**src/hw/rtl/bma_pkg.sv**
```systemverilog
// Package for the buddy memory allocator: beat types, command codes,
// controller/datapath interface structs and free-map row helper functions.
// No dependencies.
package bma_pkg;

  localparam int unsigned MaxOrder = 10;
  localparam int unsigned NumRows  = 68;
  localparam int unsigned RowAw    = 7;
  localparam int unsigned RowW     = 32;
  localparam int unsigned BitAw    = 5;
  localparam int unsigned MaxLive  = 64;
  localparam int unsigned SlotAw   = 6;
  localparam int unsigned IdW      = 16;
  localparam int unsigned AddrW    = 10;
  localparam int unsigned OrdW     = 4;
  localparam int unsigned SizeW    = 11;

  localparam logic [1:0] CmdAlloc = 2'd0;
  localparam logic [1:0] CmdFree  = 2'd1;
  localparam logic [1:0] CmdQuery = 2'd2;

  typedef struct packed {
    logic [1:0]  command;
    logic [15:0] request_size;
    logic [15:0] target_id;
  } bma_req_t;

  typedef struct packed {
    logic        status;
    logic [15:0] new_block_id;
    logic [9:0]  block_address;
    logic [10:0] grant_size;
  } bma_rsp_t;

  typedef struct packed {
    logic ld;
    logic o_init;
    logic o_inc;
    logic o_dec;
    logic a_merge;
    logic rd_srch;
    logic rd_node;
    logic a_from_ffs;
    logic wr;
    logic wr_buddy;
    logic wr_set;
    logic scan;
    logic hit_ld;
    logic live_clr;
    logic rec;
    logic res_fail;
    logic res_ok;
    logic res_query;
  } bma_cmd_t;

  typedef struct packed {
    logic [1:0] cmd;
    logic       chk_ok;
    logic       o_gt_t;
    logic       o_lt_t;
    logic       o_eq_r;
    logic       srch_any;
    logic       hit;
    logic       scan_end;
    logic       buddy_free;
  } bma_sts_t;

  function automatic logic [3:0] eff_total(input logic [3:0] t);
    return (t > 4'(MaxOrder)) ? 4'(MaxOrder) : t;
  endfunction

  function automatic logic [RowAw-1:0] row_base(input logic [3:0] o);
    logic [7:0] b;
    if (o < 4'd5) begin
      b = 8'd64 - (8'd64 >> o);
    end else begin
      b = 8'd57 + {4'd0, o};
    end
    return b[RowAw-1:0];
  endfunction

  function automatic logic [NumRows-1:0] order_mask(input logic [3:0] o);
    logic [NumRows-1:0] m;
    logic [7:0]         lo;
    logic [7:0]         hi;
    lo = {1'b0, row_base(o)};
    hi = (o < 4'd5) ? lo + (8'd32 >> o) : lo + 8'd1;
    for (int i = 0; i < NumRows; i++) begin
      m[i] = (8'(i) >= lo) && (8'(i) < hi);
    end
    return m;
  endfunction

  function automatic logic [BitAw-1:0] ffs32(input logic [RowW-1:0] v);
    logic [BitAw-1:0] r;
    r = '0;
    for (int i = RowW - 1; i >= 0; i--) begin
      if (v[i]) r = BitAw'(i);
    end
    return r;
  endfunction

  function automatic logic [4:0] ceil_log2(input logic [15:0] s);
    logic [15:0] m;
    logic [4:0]  r;
    m = s - 16'd1;
    r = '0;
    if (s > 16'd1) begin
      for (int i = 0; i < 16; i++) begin
        if (m[i]) r = 5'(i + 1);
      end
    end
    return r;
  endfunction

endpackage

```
**src/hw/rtl/bma_ctrl.sv**
```systemverilog
// Controller state machine of the buddy memory allocator.
// Sequences the datapath through search, split, lookup and merge steps.
// Depends on bma_pkg.
module bma_ctrl import bma_pkg::*; (
  input  logic     clk_i,
  input  logic     rst_ni,
  input  logic     in_valid_i,
  output logic     in_stall_o,
  input  logic     out_free_i,
  output logic     out_load_o,
  input  bma_sts_t sts_i,
  output bma_cmd_t cmd_o
);

  localparam logic [3:0] StIdle  = 4'd0;
  localparam logic [3:0] StDisp  = 4'd1;
  localparam logic [3:0] StSrch  = 4'd2;
  localparam logic [3:0] StFfs   = 4'd3;
  localparam logic [3:0] StClr   = 4'd4;
  localparam logic [3:0] StSplit = 4'd5;
  localparam logic [3:0] StSrd   = 4'd6;
  localparam logic [3:0] StSwr   = 4'd7;
  localparam logic [3:0] StScan  = 4'd8;
  localparam logic [3:0] StMchk  = 4'd9;
  localparam logic [3:0] StMwr   = 4'd10;
  localparam logic [3:0] StMset  = 4'd11;
  localparam logic [3:0] StDone  = 4'd12;

  logic [3:0] state_q, state_d;

  assign in_stall_o = (state_q != StIdle);

  always_comb begin
    state_d    = state_q;
    cmd_o      = '0;
    out_load_o = 1'b0;
    unique case (state_q)
      StIdle: begin
        if (in_valid_i) begin
          cmd_o.ld = 1'b1;
          state_d  = StDisp;
        end
      end
      StDisp: begin
        unique case (sts_i.cmd) inside
          CmdAlloc: begin
            if (sts_i.chk_ok) begin
              cmd_o.o_init = 1'b1;
              state_d      = StSrch;
            end else begin
              cmd_o.res_fail = 1'b1;
              state_d        = StDone;
            end
          end
          CmdFree, CmdQuery: begin
            state_d = StScan;
          end
          default: begin
            cmd_o.res_fail = 1'b1;
            state_d        = StDone;
          end
        endcase
      end
      StSrch: begin
        if (sts_i.o_gt_t) begin
          cmd_o.res_fail = 1'b1;
          state_d        = StDone;
        end else if (sts_i.srch_any) begin
          cmd_o.rd_srch = 1'b1;
          state_d       = StFfs;
        end else begin
          cmd_o.o_inc = 1'b1;
        end
      end
      StFfs: begin
        cmd_o.a_from_ffs = 1'b1;
        state_d          = StClr;
      end
      StClr: begin
        cmd_o.wr = 1'b1;
        state_d  = StSplit;
      end
      StSplit: begin
        if (sts_i.o_eq_r) begin
          cmd_o.rec = 1'b1;
          state_d   = StDone;
        end else begin
          cmd_o.o_dec = 1'b1;
          state_d     = StSrd;
        end
      end
      StSrd: begin
        cmd_o.rd_node = 1'b1;
        state_d       = StSwr;
      end
      StSwr: begin
        cmd_o.wr       = 1'b1;
        cmd_o.wr_buddy = 1'b1;
        cmd_o.wr_set   = 1'b1;
        state_d        = StSplit;
      end
      StScan: begin
        cmd_o.scan = 1'b1;
        if (sts_i.hit) begin
          cmd_o.hit_ld = 1'b1;
          if (sts_i.cmd == CmdQuery) begin
            cmd_o.res_query = 1'b1;
            state_d         = StDone;
          end else begin
            cmd_o.live_clr = 1'b1;
            state_d        = StMchk;
          end
        end else if (sts_i.scan_end) begin
          cmd_o.res_fail = 1'b1;
          state_d        = StDone;
        end
      end
      StMchk: begin
        cmd_o.rd_node = 1'b1;
        state_d       = sts_i.o_lt_t ? StMwr : StMset;
      end
      StMwr: begin
        cmd_o.wr = 1'b1;
        if (sts_i.buddy_free) begin
          cmd_o.wr_buddy = 1'b1;
          cmd_o.o_inc    = 1'b1;
          cmd_o.a_merge  = 1'b1;
          state_d        = StMchk;
        end else begin
          cmd_o.wr_set = 1'b1;
          cmd_o.res_ok = 1'b1;
          state_d      = StDone;
        end
      end
      StMset: begin
        cmd_o.wr     = 1'b1;
        cmd_o.wr_set = 1'b1;
        cmd_o.res_ok = 1'b1;
        state_d      = StDone;
      end
      StDone: begin
        if (out_free_i) begin
          out_load_o = 1'b1;
          state_d    = StIdle;
        end
      end
      default: begin
        state_d = StIdle;
      end
    endcase
  end

  always_ff @(posedge clk_i or negedge rst_ni) begin
    if (!rst_ni) begin
      state_q <= StIdle;
    end else begin
      state_q <= state_d;
    end
  end

endmodule

```
**config.mk**
```make
export PLATFORM = sky130hd
export DESIGN_NAME = bma_ctrl
export DESIGN_NICKNAME = d
export VERILOG_FILES = /design/src/hw/rtl/bma_pkg.sv /design/src/hw/rtl/bma_ctrl.sv
export SDC_FILE = /design/constraint.sdc
export NUM_CORES = 1
export LEC_CHECK = 0
export ABC_AREA = 1
export ABC_CLOCK_PERIOD_IN_PS = 1700
export BUFFER_PORTS_ARGS = -buffer_cell sky130_fd_sc_hd__buf_2
export CORE_MARGIN = 2
export CORE_UTILIZATION = 43
export DETAILED_ROUTE_END_ITERATION = 8
export PLACE_DENSITY_LB_ADDON = 0.2
export SYNTH_ARGS = -nofsm -noshare
export SYNTH_HDL_FRONTEND = slang
export SYNTH_SLANG_ARGS = --single-unit
```
**constraint.sdc**
```tcl
create_clock -name clk_i -period 1.7 [get_ports clk_i]
set_clock_uncertainty 0.2 [all_clocks]
set_input_delay 0.34 -clock clk_i [delete_from_list [all_inputs] [get_ports clk_i]]
set_output_delay 0.34 -clock clk_i [all_outputs]
set_load 0.05 [all_outputs]
```
==> results of run 1 <==
-- through the flow --
stage	TNS (ns)	util (%)	hold slack (ns)	worst slack, ns	cells
after floorplan	-1.96	-	-0.156	-0.513	113
after global placement	-1.90	83.8	-0.0534	-0.256	189
after detailed placement	-2.21	83.8	-0.0489	-0.300	189
-- cell families after synthesis --
| family | Yosys count | synth area share, % |
|---|---|---|
| AO/OA/AOI/OAI | 5 | 6.44 |
| adder cells (fa/ha/maj) | 3 | 6.24 |
| buffers and inverters | 29 | 19.3 |
| flip-flops | 4 | 16.6 |
| AND/OR/NAND/NOR | 72 | 51.4 |
==> flow_metrics.py, run 1 <==
metrics = {
    "run_status": {
        "status": "aborted with a tool error",
        "stop_stage": "4_1_cts",
        "error": "[ERROR DPL-0038] Utilization greater than 100%, impossible to legalize",
    },
    "clock_tree": {
        "cts_root_buf": "clkbuf_4",
        "cts-resized-gates": 65,
        "postCtsSetupRepairBufs": 5,
        "cts_max_level": 1,
        "clk_path_buf_depth": 2,
        "cts_hold_buf": 1,
        "cts_buffers": 3,
        "cts.sinks": 4,
    },
    "logic_synthesis": {
        "yosys-top-cells-area": "nand2_1, dfrtp_1, inv_1",
        "synth_area_leader_cell": "nand2_1",
        "synth_edf_count": 0,
        "ys_ff_latch": 4,
        "post_synth.cell_area_avg_um2": 5.33,
        "yosysMostFrequentCell": "nand2_1",
        "syn_inst": 113,
        "synth_fp_nets": 130,
        "async_flop_share_pct": 100,
        "synth_common_cells": "nand2_1, inv_1, nor2_1, nand3_1",
        "synth_top_area_share_pct": 19.3,
        "ys_seq_area_share_pct": 16.6,
        "syn_area_um2": 602,
        "ys.warnings.count": 0,
        "synth-main-ff-cell": "dfrtp_1",
        "synth.distinct_cells": 18,
    },
    "placed_design": {
        "hpwl_um": 1800,
        "io_buffers": 33,
        "routabilityCongestion": 0.877,
        "placed_area_um2": 1090,
    },
    "die": {
        "rows": 13,
        "die_x_um": 41.4,
        "boundaryPins": 34,
        "start_util_pct": 46.2,
        "chipHeight_um": 41.4,
    },
}
==> inputs of run 2 (changes only) <==
Settings changed: CORE_AREA set to 2 2 63 65, CORE_MARGIN 2 to not set, CORE_UTILIZATION 43 to not set, DIE_AREA set to 0 0 65 67, PLACE_DENSITY_LB_ADDON 0.2 to 0.15.
==> flow_metrics.py, run 2 <==
metrics = {
    "run_status": {
        "status": "finished with violations",
        "violations": "setup timing",
    },
    "placed_design": {
        "hpwl_um": 1980,
        "io_buffers": 33,
        "dp_slack_ns": -0.303,
        "routabilityCongestion": 0.768,
        "dp_cells": 225,
        "placed_area_um2": 1170,
    },
    "setup_path": {
        "end_kind": "primary output",
        "reg2reg_from": "state_q[1]",
        "reg2reg_depth": 9,
        "critPathCapture": "cmd_o[0]",
        "worstPathArrival_ns": 1.45,
        "cp-start-kind": "flop",
        "rr_endpoint": "state_q[3]",
        "worstPathRequired_ns": 1.16,
        "r2r_setup_slack_ns": 0.04,
        "path_max_fanout": 4,
        "crit_start": "state_q[1]",
        "worstSetupPathType": "reg2out",
    },
    "clock_tree": {
        "cts.sinks": 4,
        "cts_tree": "done",
        "clk_path_buf_depth": 2,
        "clk_latency_ns": 0.22,
        "cts_buffers": 3,
        "cts_root_buf": "clkbuf_8",
        "cts_max_level": 1,
        "clkTransAtPathRegs_ns": 0.03,
    },
    "die": {
        "boundaryPins": 34,
        "core-area_um2": 3610,
        "chipHeight_um": 67,
        "die_x_um": 65,
        "rows": 22,
        "dieArea_um2": 4360,
        "start_util_pct": 16.7,
    },
    "route": {
        "routed-via-count": 974,
        "ant_nets": 0,
        "dr.pass1.iters": 4,
        "remaining_drc_errors": 0,
        "drt_iter0_drc": 4,
        "viasPerCell": 4.04,
        "totalWireLength_um": 2490,
        "wl_per_cell_um": 10.3,
    },
    "grt": {
        "met1_usage_pct": 14.4,
        "gr-total-overflow": 0,
        "grt_usage_pct": 12.2,
        "antenna_found_initial": 0,
        "grt_max_degree": 7,
        "grt_pass1_vias": 952,
        "grt_pass1_wl_um": 4050,
        "grtUsageMet3_pct": 2.70,
        "grt-busiest-layer": "met2",
        "grt_use_met2_pct": 21.3,
    },
    "logic_synthesis": {
        "synth_edf_count": 0,
        "ys_ff_latch": 4,
        "synth_common_cells": "nand2_1, inv_1, nor2_1, nand3_1",
        "syn_inst": 113,
        "post_synth.cell_area_avg_um2": 5.33,
        "yosysMostFrequentCell": "nand2_1",
        "synth_area_leader_cell": "nand2_1",
        "ys_seq_area_share_pct": 16.6,
        "ys.warnings.count": 0,
        "synth_top_area_share_pct": 19.3,
        "syn_area_um2": 602,
        "synth-main-ff-cell": "dfrtp_1",
        "async_flop_share_pct": 100,
        "synth.distinct_cells": 18,
        "yosys-top-cells-area": "nand2_1, dfrtp_1, inv_1",
        "synth_top_family_by_area": "simple AND/OR/NAND/NOR gates",
        "synth-compound-area-share_pct": 6.44,
        "synth_xor_area_share_pct": 0,
        "synthSimpleGateAreaFrac_pct": 51.4,
        "synth.area.mux_share_pct": 0,
        "synth_fp_nets": 130,
        "synth_adder_area_share_pct": 6.24,
    },
    "final_layout": {
        "final_common_cell": "buf_4",
        "area_growth_pct": 178,
        "diodes": 0,
        "fill_cells": 368,
        "post-route-util_pct": 46.5,
        "fin_cells": 241,
        "reg_top3": "state_q x4",
        "largest_reg_flops": 4,
        "regMostFlops": "state_q",
        "stdcell_area_um2": 1680,
        "nNetsFinal": 212,
        "final_cell_mix": "buf_4, nand2_1, buf_6",
        "drive_gt1_share_pct": 67.9,
    },
    "sta": {
        "fin_tns_setup_ns": -3.93,
        "finalMaxSlewViolations": 0,
        "finalCriticalPeriod_ns": 1.99,
        "finalHoldViolCount": 0,
        "max_freq_ghz": 0.503,
        "slew-limit-headroom_pct": 85.9,
        "rsz0062_at_grt": "yes",
        "finalSetupViolCount": 20,
        "finalCritPeriodShare_pct": 117,
        "worst_slack_ns": -0.289,
        "worst_pin_slew_ns": 0.210,
        "hold_ws_ns": 0.251,
    },
    "power": {
        "seqPwrFrac_pct": 8.3,
        "peakVddDrop_v": 0.000433,
        "netSwitchingPower_mw": 1.34,
        "total_power_mw": 2.66,
        "power_frac_comb_pct": 84.2,
        "pwr-share-clk_pct": 7.6,
        "internal_power_mw": 1.31,
        "p_sw_share_pct": 50.6,
        "power_density_nw_per_um2": 1580,
        "cellLeakagePower_nw": 0.897,
    },
    "job": {
        "max_cap_viol_count": 0,
    },
    "worst_hold_path": {
        "holdCritPathClass": "in2reg",
    },
}
-- run 2: cell counts after synthesis --
Identical to the previous run, type by type.
-- run 2: power groups by stage --
stage                     clock network [mW]  logic, mW  registers (mW)
after floorplan                            0      0.941           0.194
after global placement                     0       1.54           0.203
after detailed placement                   0       1.55           0.198
after CTS                              0.207       1.92           0.204
after global routing                   0.220       2.39           0.225
final                                  0.201       2.23           0.220
-- run 2: final cells by class --
type	instances	area, um2	area share (%)
Sequential cell	4	104	6.20
Clock buffer	3	41.3	2.46
Tap cell	48	60.1	3.58
Timing Repair Buffer	78	722	43.1
Inverter	28	116	6.95
Multi-Input combinational cell	80	632	37.7
-- run 2: repair_timing --
item,CTS,global route
gates resized for setup,71,34
hold buffers,1,0
setup endpoints to repair,20,22
hold endpoints to repair,4,0
pin swaps,11,16
buffers inserted,6,11
-- run 2: cells by family (layout without fill, tap and decap cells) --
| logic type | Yosys count | count (layout) |
|---|---|---|
| simple gates | 72 | 72 |
| buf+inv | 29 | 109 |
| compound gates | 5 | 5 |
| flops | 4 | 4 |
| fa+ha+maj | 3 | 3 |
-- run 2: how the worst min path moves through the flow --
stage / cells after the start / endpoint / slack [ns] / start
CTS: 4 / state_q[2] / 0.24 / out_free_i
floorplan: 0 / state_q[0] / -0.16 / rst_ni
global route: 2 / state_q[2] / 0.27 / rst_ni
finish: 2 / state_q[1] / 0.25 / sts_i[4]
detailed placement: 1 / state_q[0] / -0.05 / rst_ni
global placement: 1 / state_q[1] / -0.05 / rst_ni
-- run 2: metal layers --
layer	share of wire, %	wire (um)	vias to the layer above
met1	40	1000	445
met2	53	1320	20
met4	1.2	29	0
met5	0	0	-
met3	5.4	135	3
li1	-	-	506
-- run 2: critical path, cell delays in order, from the launching register on --
cell and delay (ns):
dfrtp_2 0.43, nor2_4 0.13, inv_2 0.06, nor2_4 0.14, inv_4 0.06, buf_12 0.12
nor3_4 0.11, buf_6 0.18
Power figures use the tool's default switching activity.
==> inputs of run 3 (changes only) <==
Settings changed: PLACE_DENSITY set to 0.41, PLACE_DENSITY_LB_ADDON 0.15 to not set.
==> flow_metrics.py, run 3 (same netlist as run 2, synthesis figures left out) <==
metrics = {
    "run_status": {
        "status": "finished with violations",
        "violations": "setup timing",
    },
    "final_layout": {
        "reg_top3": "state_q x4",
        "fin_cells": 244,
        "nNetsFinal": 215,
        "final_cell_mix": "buf_4, nand2_1, inv_1",
        "drive_gt1_share_pct": 66.3,
        "diodes": 0,
        "fill_cells": 380,
        "final_common_cell": "buf_4",
        "area_growth_pct": 173,
        "largest_reg_flops": 4,
        "regMostFlops": "state_q",
    },
    "die": {
        "rows": 22,
        "chipHeight_um": 67,
        "core-area_um2": 3610,
        "start_util_pct": 16.7,
        "dieArea_um2": 4360,
        "die_x_um": 65,
        "boundaryPins": 34,
    },
    "sta": {
        "finalHoldViolCount": 0,
        "worst_pin_slew_ns": 0.240,
        "finalCritPeriodShare_pct": 117,
        "finalCriticalPeriod_ns": 2.00,
        "rsz0062_at_grt": "yes",
        "slew-limit-headroom_pct": 84.0,
        "finalSetupViolCount": 21,
        "finalMaxSlewViolations": 0,
        "worst_slack_ns": -0.296,
        "fin_tns_setup_ns": -3.45,
        "max_freq_ghz": 0.501,
    },
    "clock_tree": {
        "cts_root_buf": "clkbuf_8",
        "cts_buffers": 3,
        "cts.sinks": 4,
        "clk_latency_ns": 0.22,
        "cts_tree": "done",
        "cts_max_level": 1,
        "clk_path_buf_depth": 2,
        "clkTransAtPathRegs_ns": 0.03,
    },
    "placed_design": {
        "hpwl_um": 1970,
        "io_buffers": 33,
        "dp_cells": 229,
        "routabilityCongestion": 0.815,
    },
    "worst_hold_path": {
        "holdCritPathClass": "in2async",
    },
    "grt": {
        "gr-total-overflow": 0,
        "antenna_found_initial": 0,
        "grt_max_degree": 7,
        "grt_pass1_vias": 934,
        "grt_usage_pct": 11.6,
        "grt_pass1_wl_um": 3990,
    },
    "power": {
        "cellLeakagePower_nw": 0.864,
        "peakVddDrop_v": 0.000464,
        "power_density_nw_per_um2": 1570,
        "total_power_mw": 2.58,
    },
    "setup_path": {
        "worstPathArrival_ns": 1.46,
        "critPathCapture": "cmd_o[0]",
        "rr_endpoint": "state_q[2]",
        "reg2reg_from": "state_q[3]",
        "cp-start-kind": "flop",
        "worstPathRequired_ns": 1.16,
        "end_kind": "primary output",
        "r2r_setup_slack_ns": -0.04,
        "reg2reg_depth": 12,
        "path_max_fanout": 5,
        "crit_start": "state_q[1]",
        "worstSetupPathType": "reg2out",
    },
    "route": {
        "viasPerCell": 3.95,
        "ant_nets": 0,
        "totalWireLength_um": 2410,
        "wl_per_cell_um": 9.89,
        "dr.pass1.iters": 4,
        "routed-via-count": 965,
        "remaining_drc_errors": 0,
        "drt_iter0_drc": 23,
    },
    "job": {
        "max_cap_viol_count": 0,
    },
}
[run 3: where the power goes]
group	internal (mW)	switching (mW)	total (mW)	leakage (nW)
Sequential	0.147	0.0661	0.213	0.0466
Clock	0.151	0.0497	0.201	0.0216
Combinational	0.983	1.18	2.17	0.796
[run 3: worst min path at each step]
| stage | end | cells past startpoint | start | slack, ns |
|---|---|---|---|---|
| floorplan | state_q[0] | 0 | rst_ni | -0.16 |
| global placement | state_q[1] | 1 | rst_ni | -0.06 |
| detailed placement | state_q[0] | 1 | rst_ni | -0.05 |
| CTS | state_q[2] | 4 | out_free_i | 0.25 |
| global route | state_q[2] | 2 | rst_ni | 0.27 |
| finish | state_q[1] | 2 | rst_ni | 0.26 |
[run 3: worst max-delay path: stages, from the launching register on]
cell and delay, ns:
dfrtp_2 0.44, nor2_4 0.14, inv_2 0.06, nor2_4 0.14, inv_4 0.06, buf_12 0.12, nor3_4 0.11, buf_6 0.18
[run 3: per-stage QoR]
stage	area (um2)	setup WS, ns	util [%]	hold WS [ns]
floorplan	699	-0.513	-	-0.156
global placement	1200	-0.285	33.2	-0.0552
detailed placement	1200	-0.297	33.2	-0.0486
CTS	1540	-0.280	42.6	0.249
global route	1640	-0.364	45.6	0.270
finish	1640	-0.296	45.6	0.258
[run 3: layout make-up]
class                           count  area, um2  share of cell area [%]
Inverter                           28        114                    6.93
Multi-Input combinational cell     80        603                    36.7
Sequential cell                     4        104                    6.32
Tap cell                           48       60.1                    3.65
Clock buffer                        3       41.3                    2.51
Timing Repair Buffer               81        722                    43.9
[run 3: per-layer routing]
layer / wire length [um] / GRT usage (%)
met2: 1230 / 20.9
met5: 0 / 0
met3: 70 / 0.338
met4: 16 / 3.19
met1: 1100 / 15.0
[run 3: repair_timing]
item / CTS / global route
gates resized for setup: 74 / 18
buffers inserted: 6 / 6
hold endpoints to repair: 4 / 0
hold buffers: 1 / 0
pin swaps: 8 / 11
endpoints found under the setup margin: 20 / 23
==> inputs of run 4 (changes only) <==
Settings changed: ABC_CLOCK_PERIOD_IN_PS 1700 to 2000, MAX_ROUTING_LAYER set to met4.
Clock period 1.7 ns to 2 ns, I/O delays scaled along.
==> flow_metrics.py, run 4 (same netlist as run 2, synthesis figures left out) <==
metrics = {
    "power": {
        "pwr-share-clk_pct": 9.2,
        "power_density_nw_per_um2": 1380,
        "peakVddDrop_v": 0.000363,
        "cellLeakagePower_nw": 0.754,
        "power_frac_comb_pct": 80.7,
        "internal_power_mw": 0.851,
        "seqPwrFrac_pct": 10.1,
        "p_sw_share_pct": 53.7,
        "netSwitchingPower_mw": 0.985,
    },
    "route": {
        "ant_nets": 0,
        "routed-via-count": 883,
        "viasPerCell": 3.96,
        "remaining_drc_errors": 0,
        "dr.pass1.iters": 4,
        "wl_per_cell_um": 10.1,
        "totalWireLength_um": 2250,
        "drt_iter0_drc": 15,
    },
    "die": {
        "rows": 22,
        "chipHeight_um": 67,
        "dieArea_um2": 4360,
        "core-area_um2": 3610,
        "die_x_um": 65,
        "start_util_pct": 16.7,
        "boundaryPins": 34,
    },
    "grt": {
        "grt_max_degree": 7,
        "gr-total-overflow": 0,
        "antenna_found_initial": 0,
        "grt_usage_pct": 10.8,
        "grt_pass1_vias": 821,
        "grt_pass1_wl_um": 3490,
    },
    "setup_path": {
        "crit_family": "flip-flops",
        "worstPathCellList": "nor2_4 -> inv_2 -> nor2_4 -> inv_4 -> buf_12 -> nor3_4 -> buf_6",
        "critPathCapture": "cmd_o[0]",
        "crit_path_frequent_cell": "nor2_4",
        "end_kind": "primary output",
        "reg2reg_depth": 9,
        "rr_endpoint": "state_q[0]",
        "worstSetupPathType": "reg2out",
        "worstPathArrival_ns": 1.44,
        "r2r_setup_slack_ns": 0.40,
        "cp_num_buf_inv": 4,
        "cp.depth": 7,
        "reg2reg_from": "state_q[3]",
        "path_max_fanout": 5,
        "critPathSlowestCell": "dfrtp_2",
        "cp-start-kind": "flop",
        "max_stage_delay_ns": 0.45,
        "worstPathRequired_ns": 1.40,
        "crit_start": "state_q[0]",
    },
    "sta": {
        "max_freq_ghz": 0.490,
        "finalHoldViolCount": 0,
        "slew-limit-headroom_pct": 83.4,
        "rsz0062_at_grt": "yes",
        "finalCriticalPeriod_ns": 2.04,
        "finalSetupViolCount": 4,
        "finalCritPeriodShare_pct": 102,
        "worst_pin_slew_ns": 0.250,
        "worst_slack_ns": -0.0403,
        "hold_ws_ns": 0.301,
        "finalMaxSlewViolations": 0,
    },
    "final_layout": {
        "area_growth_pct": 121,
        "reg_top3": "state_q x4",
        "largest_reg_flops": 4,
        "diodes": 0,
        "nNetsFinal": 194,
        "regMostFlops": "state_q",
        "post-route-util_pct": 36.8,
        "drive_gt1_share_pct": 54.9,
        "final_common_cell": "nand2_1",
        "fill_cells": 394,
        "final_cell_mix": "nand2_1, buf_4, inv_1",
    },
    "run_status": {
        "violations": "setup timing",
        "status": "finished with violations",
    },
    "clock_tree": {
        "cts_root_buf": "clkbuf_8",
        "clk_latency_ns": 0.22,
        "cts_max_level": 1,
        "cts_tree": "done",
        "clkTransAtPathRegs_ns": 0.03,
        "clk_path_buf_depth": 2,
        "cts_buffers": 3,
        "cts.sinks": 4,
    },
    "worst_hold_path": {
        "holdCritPathClass": "in2reg",
    },
    "placed_design": {
        "hpwl_um": 1880,
        "routabilityCongestion": 0.819,
        "io_buffers": 33,
    },
    "job": {
        "max_cap_viol_count": 0,
    },
}
run 4: cell count changes in the layout (fill, tap and decap cells not counted), moves of 4 or more:
cell	change
buf_4	-17
nor2_4	-4
nand2_4	-4
buf_8	-5
buf_2	+4
nor2_1	+6
run 4: power groups by stage:
| stage | clock network, mW | logic [mW] | registers [mW] |
|---|---|---|---|
| floorplan | 0 | 0.786 | 0.163 |
| global placement | 0 | 1.18 | 0.171 |
| detailed placement | 0 | 1.18 | 0.169 |
| CTS | 0.176 | 1.32 | 0.182 |
| global route | 0.185 | 1.59 | 0.191 |
| finish | 0.170 | 1.48 | 0.185 |
run 4: cell type report:
| cell class | count | area [um2] | share of cell area (%) |
|---|---|---|---|
| Inverter | 28 | 110 | 8.29 |
| Tap cell | 48 | 60.1 | 4.52 |
| Clock buffer | 3 | 41.3 | 3.11 |
| Sequential cell | 4 | 104 | 7.82 |
| Timing Repair Buffer | 60 | 505 | 38.0 |
| Multi-Input combinational cell | 80 | 508 | 38.2 |
run 4: worst min path at each step:
stage | startpoint | end | slack [ns] | cells past startpoint
after floorplan | rst_ni | state_q[0] | -0.1 | 0
after global placement | rst_ni | state_q[0] | 0.01 | 1
after detailed placement | rst_ni | state_q[0] | 0.01 | 1
after CTS | sts_i[4] | state_q[1] | 0.29 | 2
after global routing | sts_i[4] | state_q[1] | 0.30 | 2
final | sts_i[4] | state_q[1] | 0.30 | 2
run 4: what timing repair did:
action	in CTS	in global routing
gates resized for setup	34	26
endpoints found under the setup margin	15	15
setup buffers	3	4
pin swaps	7	7
hold buffers	1	0
endpoints found under the hold margin	4	0
run 4: worst register-to-register path: cells and delay by family, from the launching register on:
kind | cells | cell delay [ns]
DFF | 1 | 0.42
and+or+nand+nor | 5 | 0.46
buffers and inverters | 4 | 0.45
run 4: routing by layer:
metal  wire, um  global-route usage (%)
met2       1080                    17.1
met4          0                    3.99
met5          0                       -
met1       1100                    14.2
met3         74                    1.01
run 4: stage by stage:
| step | instances | area [um2] | power (mW) | worst slack [ns] | TNS [ns] |
|---|---|---|---|---|---|
| final | 223 | 1330 | 1.84 | -0.0403 | -0.0586 |
| after global placement | 212 | 1040 | 1.35 | -0.102 | -0.119 |
| after floorplan | 113 | 671 | 0.950 | -0.273 | -0.560 |
| after CTS | 219 | 1210 | 1.68 | -0.0481 | -0.0930 |
| after global routing | 223 | 1330 | 1.96 | -0.112 | -0.546 |
| after detailed placement | 212 | 1040 | 1.35 | -0.110 | -0.161 |
